==> config.mk <==
export PLATFORM = sky130hd
export DESIGN_NAME = fdtdil_upd
export DESIGN_NICKNAME = d
export VERILOG_FILES = /design/src/sv/fdtdil_pkg.sv /design/src/sv/fdtdil_upd.sv
export SDC_FILE = /design/constraint.sdc
export NUM_CORES = 1
export LEC_CHECK = 0
export BUFFER_PORTS_ARGS = -buffer_cell sky130_fd_sc_hd__buf_2
export CAP_MARGIN = 15
export CORE_ASPECT_RATIO = 1.75
export CORE_MARGIN = 3
export CORE_UTILIZATION = 25
export DETAILED_ROUTE_END_ITERATION = 12
export PLACE_DENSITY_LB_ADDON = 0.25
export SETUP_SLACK_MARGIN = 0.2
export SLEW_MARGIN = 20
export SYNTH_ARGS = -nofsm -noshare
export SYNTH_HDL_FRONTEND = slang
export SYNTH_SLANG_ARGS = --single-unit
export TNS_END_PERCENT = 5
==> constraint.sdc <==
create_clock -name vclk -period 14
set_input_delay 2.8 -clock vclk [all_inputs]
set_output_delay 2.8 -clock vclk [all_outputs]
set_load 0.005 [all_outputs]
==> src/sv/fdtdil_pkg.sv <==
// Shared types and constants for the incident-line update block.
package fdtdil_pkg;

  localparam int SAMPLE_W    = 24;
  localparam int ROWS_CFG_W  = 11;
  localparam int PLANE_CFG_W = 10;
  localparam int CFG_DATA_W  = 11;
  localparam int MIN_ROWS    = 5;

  typedef logic signed [SAMPLE_W-1:0] sample_t;

  localparam sample_t Q_MAX = sample_t'(24'sh7FFFFF);
  localparam sample_t Q_MIN = sample_t'(24'sh800000);

  localparam logic [ROWS_CFG_W-1:0]  ROWS_RESET  = 11'd1024;
  localparam logic [PLANE_CFG_W-1:0] PLANE_RESET = 10'd1;

  typedef enum logic {
    KIND_ELEC = 1'b0,
    KIND_MAG  = 1'b1
  } kind_t;

  typedef enum logic [0:0] {
    REG_ROWS  = 1'b0,
    REG_PLANE = 1'b1
  } cfg_reg_t;

  typedef enum logic [4:0] {
    ST_IDLE  = 5'b00001,
    ST_CLEAR = 5'b00010,
    ST_RUN   = 5'b00100,
    ST_DRAIN = 5'b01000,
    ST_FIN   = 5'b10000
  } state_t;

endpackage

==> src/sv/fdtdil_upd.sv <==
// Leapfrog update cell: base + floor((a - b) / 2), saturated to Q3.20.
module fdtdil_upd (
  input  fdtdil_pkg::sample_t base,
  input  fdtdil_pkg::sample_t a,
  input  fdtdil_pkg::sample_t b,
  output fdtdil_pkg::sample_t res
);
  import fdtdil_pkg::*;

  logic signed [SAMPLE_W:0]   diff;
  logic signed [SAMPLE_W-1:0] half_diff;
  logic signed [SAMPLE_W:0]   sum;

  always_comb begin
    diff      = {a[SAMPLE_W-1], a} - {b[SAMPLE_W-1], b};
    half_diff = diff[SAMPLE_W:1];  // arithmetic shift right by one
    sum       = {base[SAMPLE_W-1], base} + {half_diff[SAMPLE_W-1], half_diff};
    priority if (sum[SAMPLE_W] == 1'b0 && sum[SAMPLE_W-1] == 1'b1) begin
      res = Q_MAX;
    end else if (sum[SAMPLE_W] == 1'b1 && sum[SAMPLE_W-1] == 1'b0) begin
      res = Q_MIN;
    end else begin
      res = sum[SAMPLE_W-1:0];
    end
  end

endmodule

==> flow_summary_export.csv <==
group,metric,value,unit
sta,report.final.slew_viol_count,0,
route,viasPerCell,5.16,
route,ant_nets,0,
placed_design,dp_cells,664,
power,leakage,1.83,nW
floorplanning,start_util,25.8,%
sta,tightest_slew,0.854,ns
worst_setup_path,path_max_fanout,12,
job,cap_violations,0,
global_routing,grt_pass1_wl,15800,um
global_routing,grt_util_all_layers,14.1,%
floorplanning,io_pins,96,
synth,syn_area_per_cell,6.76,um^2
power,ir_drop,0.0000274,V
finish,antenna_cells,0,
floorplanning,die_w,89.1,um
sta,fin_ws,3.65,ns
worst_setup_path,endpoint,"res[16]",
global_routing,grt_antenna_before_repair,0,
cts,cts_setup_buffers,0,
sta,finalHoldViolCount,0,
route,vias,3428,
sta,setup_tns,0,ns
placed_design,port_buffers,96,
route,initialDrtViolationCount,143,
floorplanning,die_y,151,um
floorplanning,core-area,0.0117,mm^2
synth,yosysWarnings,0,
finish,finalNonFillerCells,664,
synth,synth_cell_types,59,
global_routing,grt_pass1_vias,3565,
floorplanning,die_area,0.0135,mm^2
floorplanning,num_rows,52,
worst_setup_path,crit_type,"in -> out",
route,route.detailed.drc,0,
synth,synth_area,0.00302,mm^2
finish,final_common_cell,"buf_2",
sta,maxSlewHeadroom,43.1,%
sta,fin_crit,10.35,ns
sta,setup_viol_count_final,0,
placed_design,gp_congestion,0.886,
worst_setup_path,crit_arrival,7.55,ns
worst_setup_path,crit_path_start,"a[0]",
global_routing,grt_max_degree,29,
sta,rsz0062_at_grt,"false",
finish,final_nets,653,
hold_path,hp-start,"base[0]",
finish,fillCellCount,1343,
finish,ff_latch_area,0,um^2
worst_setup_path,cp-start-kind,"primary input",
synth,synth_fp_nets,569,
synth,yosysSeqAreaShare,0,%
worst_setup_path,critPathRequiredTime,11.20,ns
sta,fin_crit_sh,73.9,%
cts,cts_hold_buffers,0,
global_routing,overflow,0,
finish,nFlopsAndLatches,0,
sta,fmax,0.0967,GHz
finish,area_delta_synth_final,18.8,%
placed_design,pre_cts_slack,3.65,ns
finish,final_cell_mix,"buf_2, a21oi_1, ha_1",
route,wire_per_inst,14.3,um
worst_setup_path,cp-end-kind,"output pin",
power,powerDensity,109,mW/mm^2
cts,cts.repair.resized,0,
route,dr.pass1.iters,4,
finish,drive_gt1_share,20.8,%
route,wl,9530,um
hold_path,hold_path_class,"in -> out",
finish,nClkBuffers,0,
placed_design,dpl.hpwl,8520,um
power,power.total,0.391,mW
outcome,outcome,"completed",
synth,syn_inst,447,
[synth_stat cells, types with 2 or more instances]
master	count	area (um^2)
a2111oi_0	2	17.5
a211oi_1	9	67.6
a21boi_0	3	22.5
a21o_1	20	150
a21oi_1	50	250
a221o_1	2	20.0
a221oi_1	3	26.3
a31o_2	2	17.5
a31oi_1	10	62.6
a31oi_2	2	25.0
and2_1	3	18.8
and3_1	7	43.8
buf_2	2	10.0
buf_4	3	22.5
buf_6	2	22.5
clkbuf_1	6	22.5
fa_1	2	40.0
ha_1	48	601
inv_1	42	158
mux2i_1	2	20.0
nand2_1	45	169
nand2_2	2	12.5
nand2b_1	2	12.5
nand3_1	6	30.0
nand4_1	5	31.3
nor2_1	31	116
nor2b_1	9	56.3
nor3b_1	2	15.0
nor4_1	3	18.8
o2111ai_1	2	17.5
o211a_1	2	20.0
o211ai_1	5	37.5
o21a_1	11	82.6
o21ai_0	31	155
o21ai_1	4	20.0
o21bai_1	6	45.0
o31ai_1	4	30.0
xnor2_1	24	210
xor2_1	13	114
[cell type report]
type               instances  area (um^2)  share of cell area (%)
multi-input cells        391         2780                    77.5
repair buffers            96          480                    13.4
well taps                135          169                    4.71
inverters                 42          158                    4.39
[kinds of logic (layout without fill, tap and decap cells)]
group	count (synthesis)	after routing	share of synthesized area [%]
compound gates	182	182	40.9
simple gates	120	120	18.6
xor+xnor	37	37	10.7
buf+inv	56	138	7.91
mux	2	2	0.663
fa+ha+maj	50	50	21.2
[power breakdown]
| part | total [mW] | internal, mW | switching, mW |
|---|---|---|---|
| logic | 0.391 | 0.167 | 0.224 |
| clock network | 0 | 0 | 0 |
| registers | 0 | 0 | 0 |
[per-layer routing]
layer  GRT usage [%]  part of all wire, %  vias to the layer above
li1                -                    -                     1798
met1            15.5                   39                     1537
met2            28.4                   56                       77
met3           0.871                  3.1                       16
met4            2.91                  2.0                        0
met5               0                    0                        -
[worst min path at each step]
stage               endpoint  slack [ns]  cells past startpoint
floorplan             res[0]        5.88                      3
global placement      res[0]        6.14                      5
CTS                   res[0]        6.16                      5
finish                res[0]        6.14                      5
detailed placement    res[0]        6.15                      5
global route          res[0]        6.18                      5
[worst max-delay path, cell delays in order]
cell and delay [ns]:
buf_2 0.09, nor2b_1 0.18, fa_1 0.24, nor2b_1 0.05
o21ai_0 0.21, a21boi_1 0.17, o21ai_0 0.23, nand2_1 0.13
a311oi_1 0.60, o21bai_1 0.17, xor2_1 0.17, ha_1 0.38
a21oi_1 0.30, o21a_1 0.18, o31ai_1 0.08, a21oi_2 0.30
o311ai_4 0.15, nor2_1 0.61, o21ai_0 0.17, o21ai_0 0.16
buf_2 0.14
[stage by stage]
step                      cell area, um^2  hold slack, ns  utilization, %
final                                3590            6.14            30.6
after global routing                 3590            6.18            30.6
after CTS                            3590            6.16            30.6
after detailed placement             3590            6.15            30.6
after global placement               3590            6.14            30.6
after floorplan                      3020            5.88               -
Note: power is estimated with default switching activity, not from simulation.
